`src/rtl/flash_save_sector_table_top_macros.svh`:
```
// ----------------------------------------------------------------------------
// Flash save sector table assertion macros
// Shared concurrent assertion forms for the sector table.
// ----------------------------------------------------------------------------
`ifndef FLASH_SAVE_SECTOR_TABLE_TOP_MACROS_SVH
`define FLASH_SAVE_SECTOR_TABLE_TOP_MACROS_SVH

// The consequent must hold in the same cycle as the antecedent.
`define FSST_ASSERT_IMP(label, clk, rst_n, ante, cons, msg) \
  label: assert property (@(posedge clk) disable iff (!rst_n) (ante) |-> (cons)) \
    else $error(msg);

// The consequent must hold in the cycle after the antecedent.
`define FSST_ASSERT_NXT(label, clk, rst_n, ante, cons, msg) \
  label: assert property (@(posedge clk) disable iff (!rst_n) (ante) |=> (cons)) \
    else $error(msg);

`endif

```
`src/rtl/fsst_pkg.sv`:
```
// ----------------------------------------------------------------------------
// Flash save sector table package
// Request and result types, opcodes, sequencer states and constants.
// ----------------------------------------------------------------------------
package fsst_pkg;

  localparam int SECTOR_COUNT_DEF = 16;
  localparam int SECTOR_W         = 5;
  localparam int SLOT_W           = 5;
  localparam int COUNTER_W        = 16;
  localparam int RND_W            = 32;
  localparam int BIT_W            = $clog2(RND_W);

  localparam logic [SECTOR_W-1:0]  NO_SECTOR   = 5'd16;
  localparam logic [SLOT_W-1:0]    NO_SLOT     = 5'd16;
  localparam logic [7:0]           SLOT_MAX    = 8'd15;
  localparam logic [COUNTER_W-1:0] LIMIT_RESET = 16'hFDE8;

  localparam logic [2:0] OP_CLEAR   = 3'd0;
  localparam logic [2:0] OP_SCAN    = 3'd1;
  localparam logic [2:0] OP_LOOKUP  = 3'd2;
  localparam logic [2:0] OP_CHOOSE  = 3'd3;
  localparam logic [2:0] OP_RECORD  = 3'd4;
  localparam logic [2:0] OP_RELEASE = 3'd5;

  typedef struct packed {
    logic [2:0]           opcode;
    logic [7:0]           save_slot;
    logic [3:0]           sector_index;
    logic                 magic_ok;
    logic                 checksum_ok;
    logic [COUNTER_W-1:0] header_counter;
    logic [RND_W-1:0]     random_value;
  } req_t;

  typedef struct packed {
    logic [SECTOR_W-1:0]  result_sector;
    logic [COUNTER_W-1:0] result_counter;
    logic                 failed;
  } rsp_t;

  typedef enum logic [3:0] {
    ST_IDLE,
    ST_CLEAR,
    ST_SCAN,
    ST_WALK,
    ST_DECIDE,
    ST_DIV,
    ST_PICK,
    ST_REC_DROP,
    ST_REC_WRITE,
    ST_DONE
  } state_e;

endpackage

```
`src/rtl/flash_save_sector_table_top.sv`:
```
// ----------------------------------------------------------------------------
// Flash save sector table
// Sector table with mount scan, newest lookup, free choice, save and release.
// ----------------------------------------------------------------------------
// A request is taken when start is high and busy is low. The block then runs
// a small sequencer that walks the table one entry per cycle through a single
// compare unit, and busy stays high until the result is shown. The result is
// on rsp_o with done_o high for exactly one cycle and stays on rsp_o until
// the next request is taken; the receiver cannot stall it, so the block
// never waits on the output side. A clear walks every entry, a scan walks up
// to its index, and release and bad requests go straight to the result.
// Lookup, choose and record walk the whole table and then decide; a record
// with a usable free sector then runs a drop step and a write step.
// With two or more free sectors a 32-step restoring remainder unit (one bit
// per cycle) picks among them, followed by a second walk that stops at the
// chosen entry.
// The counter_limit register is written over cfg_data_i whenever cfg_valid_i
// is high; cfg_ready_o is always high. Reset empties every table entry and
// loads counter_limit with 65000.
module flash_save_sector_table_top #(
  parameter int SECTOR_COUNT = fsst_pkg::SECTOR_COUNT_DEF
) (
  input  logic                             clk_i,
  input  logic                             rst_ni,
  input  logic                             start,
  output logic                             busy,
  input  fsst_pkg::req_t                   req_i,
  output logic                             done_o,
  output fsst_pkg::rsp_t                   rsp_o,
  input  logic                             cfg_valid_i,
  output logic                             cfg_ready_o,
  input  logic [fsst_pkg::COUNTER_W-1:0]   cfg_data_i
);

  localparam int IDX_W = $clog2(SECTOR_COUNT);
  localparam int CNT_W = $clog2(SECTOR_COUNT + 1);
  localparam int SEC_W = fsst_pkg::SECTOR_W;
  localparam int CTR_W = fsst_pkg::COUNTER_W;
  localparam int RND_W = fsst_pkg::RND_W;
  localparam int BIT_W = fsst_pkg::BIT_W;
  localparam int SLW   = fsst_pkg::SLOT_W;

  fsst_pkg::state_e state_q, state_d;

  logic                valid_q [SECTOR_COUNT];
  logic [SLW-1:0]      slot_q  [SECTOR_COUNT];
  logic [CTR_W-1:0]    cnt_q   [SECTOR_COUNT];

  fsst_pkg::req_t      req_q, req_d;
  fsst_pkg::rsp_t      res_q, res_d;
  logic [CTR_W-1:0]    limit_q;
  logic [IDX_W-1:0]    ptr_q, ptr_d;
  logic [CTR_W-1:0]    best_q, best_d;
  logic [IDX_W-1:0]    old_q, old_d;
  logic                old_found_q, old_found_d;
  logic [CNT_W-1:0]    free_cnt_q, free_cnt_d;
  logic [IDX_W-1:0]    first_free_q, first_free_d;
  logic [IDX_W-1:0]    fresh_q, fresh_d;
  logic [CNT_W-1:0]    rem_q, rem_d;
  logic [RND_W-1:0]    rnd_q, rnd_d;
  logic [BIT_W-1:0]    bit_q, bit_d;
  logic [CNT_W-1:0]    seen_q, seen_d;
  logic                own_lost_q, own_lost_d;

  logic                wr_en;
  logic [IDX_W-1:0]    wr_addr;
  logic                wr_valid;
  logic [SLW-1:0]      wr_slot;
  logic [CTR_W-1:0]    wr_cnt;

  logic                rd_valid;
  logic [SLW-1:0]      rd_slot;
  logic [CTR_W-1:0]    rd_cnt;

  logic                accept;
  logic                in_idx_ok;
  logic [IDX_W-1:0]    idx_int;
  logic                slot_match;
  logic                scan_active;
  logic                scan_keep;
  logic [CTR_W-1:0]    scan_cnt;
  logic                last_ptr;
  logic [CTR_W:0]      cnt_next;
  logic                wrap;
  logic                swap_old;
  logic [IDX_W-1:0]    rec_addr;
  logic [CTR_W-1:0]    rec_cnt;
  logic [CNT_W:0]      div_t;
  logic [CNT_W:0]      div_n;
  logic [CNT_W:0]      div_r;

  assign busy        = (state_q != fsst_pkg::ST_IDLE);
  assign accept      = start && !busy;
  assign cfg_ready_o = 1'b1;
  assign rsp_o       = res_q;

  assign rd_valid = valid_q[ptr_q];
  assign rd_slot  = slot_q[ptr_q];
  assign rd_cnt   = cnt_q[ptr_q];

  assign in_idx_ok   = int'(req_i.sector_index) < SECTOR_COUNT;
  assign idx_int     = IDX_W'(req_q.sector_index);
  assign slot_match  = (8'(rd_slot) == req_q.save_slot);
  assign scan_active = req_q.magic_ok && req_q.checksum_ok &&
                       (req_q.save_slot <= fsst_pkg::SLOT_MAX);
  assign scan_keep   = scan_active && !own_lost_q;
  assign scan_cnt    = req_q.magic_ok ? req_q.header_counter : '0;
  assign last_ptr    = (ptr_q == IDX_W'(SECTOR_COUNT - 1));
  assign cnt_next    = {1'b0, best_q} + (CTR_W + 1)'(1);
  assign wrap        = cnt_next > {1'b0, limit_q};
  assign swap_old    = wrap && old_found_q;
  assign rec_addr    = swap_old ? old_q : fresh_q;
  assign rec_cnt     = wrap ? CTR_W'(1) : cnt_next[CTR_W-1:0];

  assign div_t = {rem_q, rnd_q[RND_W-1]};
  assign div_n = {1'b0, free_cnt_q};
  assign div_r = (div_t >= div_n) ? (div_t - div_n) : div_t;

  always_comb begin
    state_d = state_q;
    case (state_q)
      fsst_pkg::ST_IDLE: begin
        if (accept) begin
          case (req_i.opcode)
            fsst_pkg::OP_CLEAR:   state_d = fsst_pkg::ST_CLEAR;
            fsst_pkg::OP_SCAN:    state_d = in_idx_ok ? fsst_pkg::ST_SCAN : fsst_pkg::ST_DONE;
            fsst_pkg::OP_LOOKUP:  state_d = fsst_pkg::ST_WALK;
            fsst_pkg::OP_CHOOSE:  state_d = fsst_pkg::ST_WALK;
            fsst_pkg::OP_RECORD: begin
              state_d = (req_i.save_slot <= fsst_pkg::SLOT_MAX) ? fsst_pkg::ST_WALK
                                                                 : fsst_pkg::ST_DONE;
            end
            default:              state_d = fsst_pkg::ST_DONE;
          endcase
        end
      end
      fsst_pkg::ST_CLEAR: begin
        if (last_ptr) begin
          state_d = fsst_pkg::ST_DONE;
        end
      end
      fsst_pkg::ST_SCAN: begin
        if (ptr_q == idx_int) begin
          state_d = fsst_pkg::ST_DONE;
        end
      end
      fsst_pkg::ST_WALK: begin
        if (last_ptr) begin
          state_d = fsst_pkg::ST_DECIDE;
        end
      end
      fsst_pkg::ST_DECIDE: begin
        if (req_q.opcode == fsst_pkg::OP_LOOKUP) begin
          state_d = fsst_pkg::ST_DONE;
        end else if (free_cnt_q == CNT_W'(0) ||
                     (free_cnt_q == CNT_W'(1) && !old_found_q)) begin
          state_d = fsst_pkg::ST_DONE;
        end else if (free_cnt_q == CNT_W'(1)) begin
          state_d = (req_q.opcode == fsst_pkg::OP_RECORD) ? fsst_pkg::ST_REC_DROP
                                                          : fsst_pkg::ST_DONE;
        end else begin
          state_d = fsst_pkg::ST_DIV;
        end
      end
      fsst_pkg::ST_DIV: begin
        if (bit_q == BIT_W'(RND_W - 1)) begin
          state_d = fsst_pkg::ST_PICK;
        end
      end
      fsst_pkg::ST_PICK: begin
        if (!rd_valid && seen_q == rem_q) begin
          state_d = (req_q.opcode == fsst_pkg::OP_RECORD) ? fsst_pkg::ST_REC_DROP
                                                          : fsst_pkg::ST_DONE;
        end
      end
      fsst_pkg::ST_REC_DROP:  state_d = fsst_pkg::ST_REC_WRITE;
      fsst_pkg::ST_REC_WRITE: state_d = fsst_pkg::ST_DONE;
      fsst_pkg::ST_DONE:      state_d = fsst_pkg::ST_IDLE;
      default:                state_d = fsst_pkg::ST_IDLE;
    endcase
  end

  always_comb begin
    req_d        = req_q;
    res_d        = res_q;
    ptr_d        = ptr_q;
    best_d       = best_q;
    old_d        = old_q;
    old_found_d  = old_found_q;
    free_cnt_d   = free_cnt_q;
    first_free_d = first_free_q;
    fresh_d      = fresh_q;
    rem_d        = rem_q;
    rnd_d        = rnd_q;
    bit_d        = bit_q;
    seen_d       = seen_q;
    own_lost_d   = own_lost_q;
    wr_en        = 1'b0;
    wr_addr      = ptr_q;
    wr_valid     = 1'b0;
    wr_slot      = fsst_pkg::NO_SLOT;
    wr_cnt       = '0;
    done_o       = 1'b0;
    case (state_q)
      fsst_pkg::ST_IDLE: begin
        if (accept) begin
          req_d       = req_i;
          res_d       = '{result_sector: fsst_pkg::NO_SECTOR, result_counter: '0,
                          failed: 1'b1};
          ptr_d       = '0;
          best_d      = '0;
          old_found_d = 1'b0;
          free_cnt_d  = '0;
          own_lost_d  = 1'b0;
          if (req_i.opcode == fsst_pkg::OP_RELEASE && in_idx_ok) begin
            wr_en   = 1'b1;
            wr_addr = IDX_W'(req_i.sector_index);
            res_d   = '{result_sector: SEC_W'(req_i.sector_index), result_counter: '0,
                        failed: 1'b0};
          end
        end
      end
      fsst_pkg::ST_CLEAR: begin
        wr_en = 1'b1;
        ptr_d = ptr_q + IDX_W'(1);
        if (last_ptr) begin
          res_d = '{result_sector: fsst_pkg::NO_SECTOR, result_counter: '0,
                    failed: 1'b0};
        end
      end
      fsst_pkg::ST_SCAN: begin
        if (ptr_q == idx_int) begin
          wr_en    = 1'b1;
          wr_valid = scan_keep;
          wr_slot  = scan_active ? SLW'(req_q.save_slot) : fsst_pkg::NO_SLOT;
          wr_cnt   = scan_cnt;
          res_d    = '{result_sector: SEC_W'(idx_int), result_counter: scan_cnt,
                       failed: !scan_keep};
        end else begin
          if (scan_active && slot_match) begin
            if (rd_cnt < req_q.header_counter) begin
              wr_en   = 1'b1;
              wr_slot = rd_slot;
              wr_cnt  = rd_cnt;
            end else begin
              own_lost_d = 1'b1;
            end
          end
          ptr_d = ptr_q + IDX_W'(1);
        end
      end
      fsst_pkg::ST_WALK: begin
        if (!rd_valid) begin
          free_cnt_d = free_cnt_q + CNT_W'(1);
          if (free_cnt_q == CNT_W'(0)) begin
            first_free_d = ptr_q;
          end
        end else if (slot_match && best_q < rd_cnt) begin
          best_d      = rd_cnt;
          old_d       = ptr_q;
          old_found_d = 1'b1;
        end
        ptr_d = ptr_q + IDX_W'(1);
      end
      fsst_pkg::ST_DECIDE: begin
        if (req_q.opcode == fsst_pkg::OP_LOOKUP) begin
          res_d = '{result_sector: old_found_q ? SEC_W'(old_q) : fsst_pkg::NO_SECTOR,
                    result_counter: best_q, failed: !old_found_q};
        end else if (free_cnt_q == CNT_W'(1) && old_found_q) begin
          fresh_d = first_free_q;
          res_d   = '{result_sector: SEC_W'(first_free_q), result_counter: '0,
                      failed: 1'b0};
        end else begin
          rnd_d = req_q.random_value;
          rem_d = '0;
          bit_d = '0;
        end
      end
      fsst_pkg::ST_DIV: begin
        rem_d  = div_r[CNT_W-1:0];
        rnd_d  = {rnd_q[RND_W-2:0], 1'b0};
        bit_d  = bit_q + BIT_W'(1);
        ptr_d  = '0;
        seen_d = '0;
      end
      fsst_pkg::ST_PICK: begin
        if (!rd_valid) begin
          if (seen_q == rem_q) begin
            fresh_d = ptr_q;
            res_d   = '{result_sector: SEC_W'(ptr_q), result_counter: '0, failed: 1'b0};
          end
          seen_d = seen_q + CNT_W'(1);
        end
        ptr_d = ptr_q + IDX_W'(1);
      end
      fsst_pkg::ST_REC_DROP: begin
        wr_en   = old_found_q;
        wr_addr = wrap ? fresh_q : old_q;
      end
      fsst_pkg::ST_REC_WRITE: begin
        wr_en    = 1'b1;
        wr_addr  = rec_addr;
        wr_valid = 1'b1;
        wr_slot  = SLW'(req_q.save_slot);
        wr_cnt   = rec_cnt;
        res_d    = '{result_sector: SEC_W'(rec_addr), result_counter: rec_cnt,
                     failed: 1'b0};
      end
      fsst_pkg::ST_DONE: begin
        done_o = 1'b1;
      end
      default: begin
        done_o = 1'b0;
      end
    endcase
  end

  always_ff @(posedge clk_i or negedge rst_ni) begin
    if (!rst_ni) begin
      state_q     <= fsst_pkg::ST_IDLE;
      limit_q     <= fsst_pkg::LIMIT_RESET;
      ptr_q       <= '0;
      old_found_q <= 1'b0;
      free_cnt_q  <= '0;
      seen_q      <= '0;
      bit_q       <= '0;
      own_lost_q  <= 1'b0;
    end else begin
      state_q     <= state_d;
      ptr_q       <= ptr_d;
      old_found_q <= old_found_d;
      free_cnt_q  <= free_cnt_d;
      seen_q      <= seen_d;
      bit_q       <= bit_d;
      own_lost_q  <= own_lost_d;
      if (cfg_valid_i && cfg_ready_o) begin
        limit_q <= cfg_data_i;
      end
    end
  end

  always_ff @(posedge clk_i) begin
    req_q        <= req_d;
    res_q        <= res_d;
    best_q       <= best_d;
    old_q        <= old_d;
    first_free_q <= first_free_d;
    fresh_q      <= fresh_d;
    rem_q        <= rem_d;
    rnd_q        <= rnd_d;
  end

  always_ff @(posedge clk_i or negedge rst_ni) begin
    if (!rst_ni) begin
      for (int i = 0; i < SECTOR_COUNT; i++) begin
        valid_q[i] <= 1'b0;
        slot_q[i]  <= fsst_pkg::NO_SLOT;
        cnt_q[i]   <= '0;
      end
    end else if (wr_en) begin
      valid_q[wr_addr] <= wr_valid;
      slot_q[wr_addr]  <= wr_slot;
      cnt_q[wr_addr]   <= wr_cnt;
    end
  end

`include "flash_save_sector_table_top_macros.svh"

  `FSST_ASSERT_NXT(a_accept_busy, clk_i, rst_ni, accept, busy, "Accepted request did not raise busy.")
  `FSST_ASSERT_IMP(a_done_busy, clk_i, rst_ni, done_o, busy, "Result strobe while not busy.")
  `FSST_ASSERT_NXT(a_done_once, clk_i, rst_ni, done_o, !busy && !done_o, "Result not single.")

endmodule

```
`config.mk`:
```
export PLATFORM = sky130hd
export DESIGN_NAME = flash_save_sector_table_top
export DESIGN_NICKNAME = d
export VERILOG_FILES = /design/src/rtl/fsst_pkg.sv /design/src/rtl/flash_save_sector_table_top.sv
export VERILOG_INCLUDE_DIRS = /design/src /design/src/rtl
export SDC_FILE = /design/constraint.sdc
export NUM_CORES = 1
export LEC_CHECK = 0
export ABC_AREA = 1
export BUFFER_PORTS_ARGS = -buffer_cell sky130_fd_sc_hd__buf_4
export CAP_MARGIN = 40
export CORE_UTILIZATION = 35
export DETAILED_ROUTE_END_ITERATION = 16
export PLACE_DENSITY = 0.62
export SYNTH_ARGS = -nofsm -noshare
export SYNTH_HDL_FRONTEND = slang
export SYNTH_SLANG_ARGS = --single-unit
export TNS_END_PERCENT = 10
```
`constraint.sdc`:
```
create_clock -name clk_i -period 4.6 [get_ports clk_i]
set_clock_uncertainty 0.05 [all_clocks]
set_input_delay 0.92 -clock clk_i [delete_from_list [all_inputs] [get_ports clk_i]]
set_output_delay 0.92 -clock clk_i [all_outputs]
set_load 0.01 [all_outputs]
```
== Word level (Yosys, flattened, before mapping) ==
Cells that the tools add are included.

* Output and inout bits: 25
* Bits of input ports: 85
* Logic and storage cells: 272
* Bits in read-only memories: 0
* Latch bits: 0
* Memories kept: 0
* Bits in registers: 545
* RAM bits: 0

* $lt $le $gt $ge: 9
* Muxes and demuxes: 99
* Reductions and logical operators: 43
* Equality and inequality tests: 40
* Add/sub/neg operators: 6
* Shift-type cells: 0
* Bitwise operators: 3
* $mul: 0
* Divide/modulo/power cells: 0

{| class="wikitable"
|+ Operators by type and width
! cell !! count
|-
| 256-bit bitwise mux || 1
|-
| 16-bit two-way mux || 11
|-
| 22-bit two-way mux || 8
|-
| 22-bit one-hot mux with 6 select lines || 1
|-
| 4-bit two-way mux || 21
|-
| 80-bit bitwise mux || 1
|-
| 5-bit two-way mux || 14
|-
| 16-bit binary-select mux with 4-bit select || 1
|-
| 16-bit demux with 4-bit select || 1
|-
| 32-bit two-way mux || 2
|-
| 16-bit one-hot mux with 2 select lines || 2
|-
| 32-bit one-hot mux with 2 select lines || 1
|-
| 5-bit one-hot mux with 2 select lines || 5
|-
| 4-bit one-hot mux with 9 select lines || 1
|-
| 2-bit != test, second input constant || 17
|-
| 16-bit < comparator || 2
|-
| 4-bit one-hot mux with 4 select lines || 2
|-
| 5-bit binary-select mux with 4-bit select || 1
|-
| 5-bit demux with 4-bit select || 1
|-
| 16-bit by 1-bit adder with 17-bit output, second input constant || 1
|-
| 17-bit by 16-bit greater-than comparator with 1-bit output || 1
|-
| 16-bit bitwise mux || 1
|-
| 4-bit by 3-bit equality test with 1-bit output, second input constant || 4
|-
| 8-bit by 4-bit <= comparator with 1-bit output, second input constant || 2
|-
| other kinds (44) || 98
|}

== Longest topological paths before layout ==
Gate-level depths: netlist of run 1.

* Depth after elaboration: 11
* Gate-level depth with buffers: 28

== Worst setup path before layout of run 1 ==
OpenSTA, ideal clock, no wires.

* Path kind: register to register
* From: register best_q[2]
* To: register valid_q[8] in the netlist's numbering
* Setup time: 0.117 ns
* Data arrival time: 3.664 ns
* Path buffers: 2
* Clock period less this slack: 3.830 ns
* Setup slack: 0.770 ns
* Cell stages (with the launch flop): 26
* Cells stage by stage: edfxtp_1 nand3_1 nor3_1 nand3_1 nor3_1 nand3_1 nor2_1 nand3_1 nand2_1 nand2_1 ha_1 nand4_1 nor4_1 nand2_1 buf_4 nand2_2 nand2_1 nand3_1 nand3_1 nand2_2 nand2_1 nor2_2 nand2_2 buf_4 nand2_1 nand2_1

* Longest elaborated chain between the ends: 11
* Elaborated cells between the ends (all ways): 13

{| class="wikitable"
|+ RTL lines
! what !! line !! text
|-
| start, declared || flash_save_sector_table_top.sv:53 || <nowiki>logic [CTR_W-1:0] best_q, best_d;</nowiki>
|-
| start signal, assigned || flash_save_sector_table_top.sv:345 || <nowiki>best_q <= best_d;</nowiki>
|-
| 16-bit by 1-bit adder with 17-bit output (*) || flash_save_sector_table_top.sv:109 || <nowiki>assign cnt_next = {1'b0, best_q} + (CTR_W + 1)'(1);</nowiki>
|-
| 17-bit by 16-bit greater-than comparator with 1-bit output (*) || flash_save_sector_table_top.sv:110 || <nowiki>assign wrap = cnt_next > {1'b0, limit_q};</nowiki>
|-
| 1-bit logical AND || flash_save_sector_table_top.sv:111 || <nowiki>assign swap_old = wrap && old_found_q;</nowiki>
|-
| 4-bit two-way mux || flash_save_sector_table_top.sv:112 || <nowiki>assign rec_addr = swap_old ? old_q : fresh_q;</nowiki>
|-
| 4-bit one-hot mux with 3 select lines (*) || flash_save_sector_table_top.sv:204 || <nowiki>case (state_q)</nowiki>
|-
| 4-bit NOT with 5-bit output (implied by the code) (*) || flash_save_sector_table_top.sv:361 || <nowiki>valid_q[wr_addr] <= wr_valid;</nowiki>
|-
| 5-bit >= comparator (implied by the code) / 5-bit by 1-bit < comparator with 1-bit output (equally long branches) || flash_save_sector_table_top.sv:361 ||
|-
| 1-bit logical AND (implied by the code) || flash_save_sector_table_top.sv:361 ||
|-
| 1-bit two-way mux (implied by the code) || flash_save_sector_table_top.sv:361 ||
|-
| 1-bit demux with 4-bit select (*) || flash_save_sector_table_top.sv:361 ||
|-
| 16-bit bitwise mux (*) || flash_save_sector_table_top.sv:361 ||
|-
| end signal, assigned by index || flash_save_sector_table_top.sv:361 ||
|-
| end, declared || flash_save_sector_table_top.sv:45 || <nowiki>logic valid_q [SECTOR_COUNT];</nowiki>
|}

Mark *: on every way between the ends. The rest lies on a longest branch, timed or not.
A chain may end at the register's enable or synchronous reset.

== Worst setup path in the final report of run 1 ==
* From: register ptr_q[3]
* To: register slot_q[33] in the netlist's numbering

* Longest elaborated chain between the ends: 10
* Elaborated cells between the ends (all ways): 29

{| class="wikitable"
|+ RTL lines
! what !! line !! text
|-
| start, declared || flash_save_sector_table_top.sv:52 || <nowiki>logic [IDX_W-1:0] ptr_q, ptr_d;</nowiki>
|-
| start signal, assigned || flash_save_sector_table_top.sv:330 || <nowiki>ptr_q <= ptr_d;</nowiki>
|-
| 4-bit NOT with 5-bit output (implied by the code) (*) || flash_save_sector_table_top.sv:99 || <nowiki>assign rd_cnt = cnt_q[ptr_q];</nowiki>
|-
| 16-bit binary-select mux with 4-bit select (*) || flash_save_sector_table_top.sv:99 ||
|-
| 16-bit two-way mux (implied by the code) (*) (2 in series) || flash_save_sector_table_top.sv:99 ||
|-
| net rd_cnt[4] || flash_save_sector_table_top.sv:73 || <nowiki>logic [CTR_W-1:0] rd_cnt;</nowiki>
|-
| 16-bit < comparator (*) || flash_save_sector_table_top.sv:241 || <nowiki>if (rd_cnt < req_q.header_counter) begin</nowiki>
|-
| 5-bit two-way mux || flash_save_sector_table_top.sv:241 ||
|-
| 5-bit two-way mux || flash_save_sector_table_top.sv:240 || <nowiki>if (scan_active && slot_match) begin</nowiki>
|-
| 5-bit two-way mux || flash_save_sector_table_top.sv:232 || <nowiki>if (ptr_q == idx_int) begin</nowiki>
|-
| 5-bit one-hot mux with 2 select lines || flash_save_sector_table_top.sv:204 ||
|-
| 80-bit bitwise mux || flash_save_sector_table_top.sv:362 || <nowiki>slot_q[wr_addr] <= wr_slot;</nowiki>
|-
| end signal, assigned by index || flash_save_sector_table_top.sv:357 || <nowiki>slot_q[i] <= fsst_pkg::NO_SLOT;</nowiki>
|-
| end signal, assigned by index || flash_save_sector_table_top.sv:362 ||
|-
| end, declared || flash_save_sector_table_top.sv:46 || <nowiki>logic [SLW-1:0] slot_q [SECTOR_COUNT];</nowiki>
|}

The timed path passes the listed nets; every way through them passes the cells marked *. The select of a mux whose other input is x is not followed.

==> results of run 1 <==
-- state kept, by name, summed over array words and instances (netlist names), 5 cells and up --
name	cells
req_q	61
cnt_q	256
valid_q	16
seen_q	5
free_cnt_q	5
slot_q	80
best_q	16
rnd_q	32
rem_q	5
rsp_o	22
bit_q	5
limit_q	16
-- path summary, 6_finish.rpt --
kind	to	slack, ns	cells after the start
max	slot_q[33]$_DFFE_PN0P_	0.18	19
min in group clk_i	req_q[4]$_DFFE_PP_	0.40	1
min	cnt_q[80]$_DFFE_PN0P_	0.26	1
max reg2reg	slot_q[33]$_DFFE_PN0P_	0.18	19
min reg2reg	slot_q[69]$_DFFE_PN1P_	0.41	2
max in group asynchronous	limit_q[7]$_DFFE_PN1P_	3.19	2
-- power groups by stage --
stage | logic, mW | clock network [mW] | registers (mW)
3_5_place_dp | 8.16 | 0 | 6.54
6_report | 8.42 | 5.04 | 6.47
5_1_grt | 9.19 | 5.33 | 6.56
3_3_place_gp | 8.07 | 0 | 6.55
2_1_floorplan | 5.26 | 0 | 6.46
4_1_cts | 8.22 | 5.13 | 6.47
-- cell type report --
class | count | area [sq um] | share of cell area (%)
repair buffers | 265 | 2300 | 7.01
well taps | 1050 | 1310 | 4.01
clock buffers | 82 | 1680 | 5.14
flip-flops and latches | 545 | 14400 | 44.1
multi-input cells | 2449 | 11900 | 36.5
inverters | 182 | 691 | 2.11
clock inverters | 30 | 387 | 1.18
-- kinds of logic after synthesis --
family / after synthesis / synth area share (%)
flip-flops: 545 / 51.5
AO/OA/AOI/OAI: 429 / 9.05
multiplexers: 1 / 0.0402
AND/OR/NAND/NOR: 1932 / 29.4
other: 1 / 0.0134
XOR/XNOR: 25 / 0.781
adder cells (fa/ha/maj): 60 / 2.70
buffers and inverters: 410 / 6.50
-- through the flow --
| stage | worst slack [ns] | TNS [ns] | hold WS (ns) |
|---|---|---|---|
| after detailed placement | -0.163 | -17.21 | 0.403 |
| after global routing | -0.0651 | -0.696 | 0.302 |
| after global placement | 0.0118 | 0 | 0.398 |
| after floorplan | 0.770 | 0 | 0.387 |
| after CTS | 0.0763 | 0 | 0.299 |
| final | 0.181 | 0 | 0.260 |
-- routing by layer --
metal | up-vias | share of wire [%] | global-route usage (%)
li1 | 11500 | - | -
met1 | 11700 | 43 | 28.8
met2 | 786 | 48 | 34.5
met3 | 144 | 6.0 | 2.80
met4 | 0 | 3.2 | 7.17
met5 | - | 0 | 0
-- repair_timing --
| action | CTS | global route |
|---|---|---|
| setup endpoints to repair | 302 | 352 |
| gates resized for setup | 8 | 21 |
| pin swaps | 2 | 5 |
| buffers inserted | 2 | 6 |
| gates cloned | 0 | 1 |
-- Yosys cell counts, types with 14 or more instances --
master | instances | area, sq um
a21oi_1 | 41 | 205
nand3_1 | 396 | 1980
o211ai_1 | 25 | 188
nor3_1 | 17 | 85.1
edfxtp_1 | 152 | 4560
buf_4 | 23 | 173
xor2_1 | 23 | 201
clkbuf_1 | 64 | 240
ha_1 | 59 | 738
o221ai_1 | 33 | 289
o22ai_1 | 44 | 275
dfstp_2 | 27 | 709
buf_2 | 137 | 686
o21ai_0 | 211 | 1060
o21ai_1 | 21 | 105
nand2_1 | 1077 | 4040
nor2_1 | 305 | 1140
a31oi_1 | 14 | 87.6
inv_2 | 14 | 52.6
inv_1 | 163 | 612
dfrtp_1 | 366 | 9160
nor2_2 | 14 | 87.6
nand4_1 | 66 | 413
a22o_1 | 15 | 131
==> run_results.csv, run 1 <==
group,metric,value,unit
global_routing,grt_pass1_wl,136000,microns
logic_synthesis,synth_fp_nets,3548,
placed_design,io_buffers,108,
global_routing,grt_max_degree,103,
clock_tree,clk-insertion-delay-late,0.66,ns
power_and_ir_drop,p_per_area,609,nW/um^2
layout,final_cell_mix,"1,076 x nand2_1, 393 x nand3_1, 364 x dfrtp_1",
critical_path,r2r_start,"ptr_q[3]$_DFFE_PN0P_",
routing,first_pass_iters,6,
die,dieArea,81300,sq um
power_and_ir_drop,power.switching,8.38,mW
logic_synthesis,ys.flop_type,"dfrtp_1",
critical_path,critPathCaptureType,"flop",
global_routing,grt-ovfl-total,0,
logic_synthesis,async_reset_ff_share,72.1,%
clock_tree,tritoncts,"built",
layout,fillers,7946,
routing,vias,24200,
layout,utilization,41.4,%
power_and_ir_drop,p_clk_share,25.3,%
placed_design,dp_hpwl,55900,microns
critical_path,required,5.07,ns
die,start_util,35.4,%
job,maxCapViolCount,0,
sta,final-hold-violation-count,0,
critical_path,startpoint_type,"flop",
sta,fmax,0.226,GHz
die,io_pins,110,
status,status,"finished clean",
critical_path,crit_fanout,22,
sta,drv_slew,0,
global_routing,grt_pass1_vias,23200,
placed_design,gp_congestion,0.902,
power_and_ir_drop,swShare,42.0,%
sta,worst_pin_slew,1.09,ns
logic_synthesis,netlist_instances,3403,
logic_synthesis,ys_warn_count,0,
layout,fin_area,32700,sq um
power_and_ir_drop,peakVddDrop,0.454,mV
critical_path,path_class,"reg -> reg",
critical_path,crit_arrival,4.88,ns
power_and_ir_drop,p_comb_share,42.2,%
clock_tree,clockBufferDepth,3,
critical_path,critPathLaunch,"ptr_q[3]$_DFFE_PN0P_",
clock_tree,htreeDepth,2,
die,die_w,285,microns
hold_path,worst_hold_path_type,"in -> async",
critical_path,critPathSlowestCell,"dfrtp_1",
critical_path,crit_buf_inv,5,
logic_synthesis,synth-edff-count,152,
sta,post-route-period-util,96.1,%
global_routing,antenna_found_initial,1,
routing,post_drt_wl_per_cell,18.9,microns
power_and_ir_drop,p_total,19.9,mW
logic_synthesis,syn_area,28000,sq um
layout,diodes,0,
routing,ant_nets,0,
critical_path,cpLargestDelayFamily,"simple AND/OR/NAND/NOR gates",
layout,drive_gt1_share,13.5,%
clock_tree,postCtsHoldBufs,0,
critical_path,path_cells,"nand2_1 -> inv_1 -> buf_4 -> a22o_1 -> a31oi_1 -> inv_1 -> ha_1 -> a21oi_1 -> nor2_1 -> a211oi_1 -> nand2_1 -> nand2_1 -> nand4_1 -> nand2_8 -> buf_4 -> nand3_2 -> buf_4 -> nand2_1 -> nand2_1",
routing,remaining_drc_errors,0,
die,row_count,103,
critical_path,cpPeakStageDelay,0.52,ns
layout,synthToLayoutAreaGrowth,16.8,%
layout,finalNonFillerCells,4603,
power_and_ir_drop,power.leakage,15.9,nW
die,core,79100,sq um
critical_path,path_common_cell,"nand2_1",
logic_synthesis,ys_ff_latch,545,
die,die_height,285,microns
placed_design,placed_cells,4482,
layout,final_net_count,3647,
sta,relSlewSlack,26.5,%
routing,drt-initial-drc-count,2387,
logic_synthesis,ys_seq_area_share,51.5,%
logic_synthesis,yosysUniqueCellTypes,55,
sta,final-setup-viol-count,0,
placed_design,post_dp_cell_area,30500,sq um
logic_synthesis,syn_area_per_cell,8.24,sq um
power_and_ir_drop,power.internal,11.6,mW
layout,layout_commonest_cell,"nand2_1",
routing,via_per_inst,5.26,
clock_tree,clk_pin_slew,0.06,ns
routing,postRouteWirelength,87100,microns
clock_tree,cts_inserted_buffers,59,
global_routing,track_usage,21.1,%
sta,period_needed,4.42,ns
clock_tree,cts_sinks,545,
power_and_ir_drop,seq_power_share,32.5,%
clock_tree,root_buffer,"clkbuf_16",
Power figures use the tool's default switching activity.
==> run 2: changes to the inputs <==
--- a/config.mk
+++ b/config.mk
@@ -11,7 +11,7 @@
 export CAP_MARGIN = 40
 export CORE_UTILIZATION = 35
 export DETAILED_ROUTE_END_ITERATION = 16
-export PLACE_DENSITY = 0.62
+export PLACE_DENSITY = 0.64
 export SYNTH_ARGS = -nofsm -noshare
 export SYNTH_HDL_FRONTEND = slang
 export SYNTH_SLANG_ARGS = --single-unit
==> constraint.sdc (replaced) <==
create_clock -name clk_i -period 3.97 [get_ports clk_i]
set_clock_uncertainty 0.05 [all_clocks]
set_input_delay 0.794 -clock clk_i [delete_from_list [all_inputs] [get_ports clk_i]]
set_output_delay 0.794 -clock clk_i [all_outputs]
set_load 0.01 [all_outputs]
==> run 2 against run 1 <==
Effect of this change: the run now ends with negative setup slack left; flip-flop and latch count unchanged; clock power rose by 14%; non-clock buffer count up 114; hold slack lost 0.14 ns; die area did not move; global-route usage up 0.12 points; combinational power rose by 38%; largest cell class unchanged.
==> run_results.csv, run 2 (synthesized netlist as in run 1, its figures left out) <==
group,metric,value,unit
placed_design,gp_congestion,0.889,
power_and_ir_drop,p_clk_share,23.1,%
critical_path,startpoint_type,"flop",
clock_tree,root_buffer,"clkbuf_16",
sta,final-hold-violation-count,0,
layout,diodes,0,
sta,relSlewSlack,39.0,%
power_and_ir_drop,swShare,41.4,%
routing,drt-initial-drc-count,2599,
layout,regMostFlops,"cnt_q",
sta,period_needed,4.16,ns
status,status,"finished, violations left",
clock_tree,tritoncts,"built",
placed_design,post_dp_cell_area,31700,sq um
layout,layout_commonest_cell,"nand2_1",
global_routing,grt_pass1_wl,138000,microns
critical_path,critPathLaunch,"best_q[0]$_SDFFCE_PN0P_",
sta,finalWorstSetupSlack,-0.187,ns
status,violations,"negative setup slack",
critical_path,r2r_start,"best_q[0]$_SDFFCE_PN0P_",
layout,synthToLayoutAreaGrowth,25.1,%
power_and_ir_drop,power.leakage,16.9,nW
die,dieArea,81300,sq um
sta,rsz0062_at_grt,"yes",
clock_tree,clk_pin_slew,0.06,ns
die,start_util,35.4,%
critical_path,crit_arrival,4.61,ns
layout,largest_reg_flops,256,
layout,drive_gt1_share,18.6,%
die,die_w,285,microns
critical_path,crit_fanout,5,
die,io_pins,110,
global_routing,track_usage,21.2,%
power_and_ir_drop,seq_power_share,30.2,%
clock_tree,clk-insertion-delay-late,0.65,ns
clock_tree,cts_sinks,545,
layout,final_net_count,3760,
routing,postRouteWirelength,90800,microns
power_and_ir_drop,power.switching,10.3,mW
power_and_ir_drop,peakVddDrop,0.620,mV
layout,final_cell_mix,"1,032 x nand2_1, 372 x nand3_1, 364 x dfrtp_1",
die,row_count,103,
sta,fmax,0.241,GHz
placed_design,dp_hpwl,57100,microns
routing,first_pass_iters,5,
hold_path,worst_hold_path_type,"in -> async",
clock_tree,cts_inserted_buffers,59,
critical_path,critPathCaptureType,"flop",
sta,final-setup-viol-count,244,
layout,fin_area,35100,sq um
routing,post_drt_wl_per_cell,19.3,microns
clock_tree,htreeDepth,2,
sta,post-route-period-util,105,%
routing,ant_nets,0,
routing,via_per_inst,5.30,
die,die_height,285,microns
sta,drv_slew,0,
power_and_ir_drop,p_comb_share,46.7,%
placed_design,io_buffers,108,
clock_tree,postCtsHoldBufs,0,
critical_path,required,4.43,ns
global_routing,grt_max_degree,106,
global_routing,antenna_found_initial,1,
power_and_ir_drop,p_per_area,710,nW/um^2
placed_design,placed_cells,4553,
layout,reg_top3,"cnt_q x256, slot_q x80, req_q x61",
power_and_ir_drop,power.internal,14.6,mW
critical_path,path_class,"reg -> reg",
die,core,79100,sq um
job,maxCapViolCount,0,
global_routing,grt_pass1_vias,23900,
sta,worst_pin_slew,0.915,ns
critical_path,worstRegToRegCells,27,
routing,remaining_drc_errors,0,
layout,finalNonFillerCells,4716,
clock_tree,clockBufferDepth,3,
global_routing,grt-ovfl-total,0,
routing,vias,25000,
[run 2: routing by layer]
metal | track usage, % | share of wire, % | routed length (microns) | up-vias
li1 | - | - | - | 11800
met1 | 29.4 | 43 | 38800 | 12100
met2 | 34.4 | 47 | 42700 | 930
met3 | 2.39 | 6.6 | 5990 | 167
met4 | 7.19 | 3.6 | 3280 | 2
met5 | 0 | 0.014 | 13 | -
[run 2: final timing paths]
| check | endpoint | slack [ns] |
|---|---|---|
| setup / recovery | cnt_q[108]$_DFFE_PN0P_ | -0.19 |
| min in group clk_i | req_q[41]$_DFFE_PP_ | 0.29 |
| hold reg to reg | slot_q[54]$_DFFE_PN1P_ | 0.41 |
| setup reg to reg | cnt_q[108]$_DFFE_PN0P_ | -0.19 |
| max in group asynchronous | slot_q[34]$_DFFE_PN1P_ | 2.67 |
| hold / removal | cnt_q[112]$_DFFE_PN0P_ | 0.12 |
[run 2: power by group through the flow]
stage | clock [mW] | combinational (mW) | sequential (mW)
4_1_cts | 5.85 | 10.7 | 7.49
2_1_floorplan | 0 | 6.09 | 7.48
5_1_grt | 6.08 | 12.5 | 7.60
3_5_place_dp | 0 | 10.5 | 7.57
3_3_place_gp | 0 | 10.3 | 7.57
6_report | 5.76 | 11.6 | 7.51
[run 2: area by class of cell]
| class | instances | area (sq um) |
|---|---|---|
| Tap cell | 1050 | 1310 |
| Fill cell | 7659 | 44100 |
| Timing Repair Buffer | 379 | 4140 |
| Multi-Input combinational cell | 2448 | 12400 |
| Clock inverter | 29 | 350 |
| Clock buffer | 83 | 1690 |
| Inverter | 182 | 694 |
| Sequential cell | 545 | 14400 |
[run 2: critical path, stage by stage (launching register included)]
cell and delay, ns:
edfxtp_1 0.38, nand3_2 0.10, nor3_2 0.11, buf_4 0.15
nand3_4 0.07, nor3_4 0.23, nand3_2 0.15, buf_6 0.15
xor2_2 0.14, ha_1 0.33, nand2_1 0.07, nor2_1 0.05
nor3_2 0.19, nor2_1 0.07, nor2_1 0.13, nand3_2 0.15
buf_6 0.16, nand2_4 0.07, nand2_2 0.05, nand3_2 0.09
nand4_4 0.10, buf_6 0.16, nor2_4 0.23, buf_6 0.16
nand3_4 0.15, clkbuf_16 0.23, nand2_1 0.06, nand2_1 0.04
[run 2: repair_timing]
item | 4_1_cts | 5_1_grt
setup endpoints to repair | 352 | 354
pin swaps | 8 | 46
gates cloned | 0 | 15
hold endpoints to repair | 0 | 0
buffers inserted | 8 | 28
resized for setup | 37 | 147
[run 2: per-stage QoR]
step           hold WS, ns  setup TNS, ns  power (mW)  util [%]  worst slack [ns]
2_1_floorplan        0.387              0        13.6         -             0.140
3_3_place_gp         0.397         -26.16        17.9      40.0            -0.138
3_5_place_dp         0.402         -66.25        18.0      40.0            -0.266
4_1_cts              0.177        -0.0252        24.1      42.9           -0.0114
5_1_grt              0.195         -82.99        26.2      44.3            -0.356
6_report             0.124         -12.74        24.9      44.3            -0.187
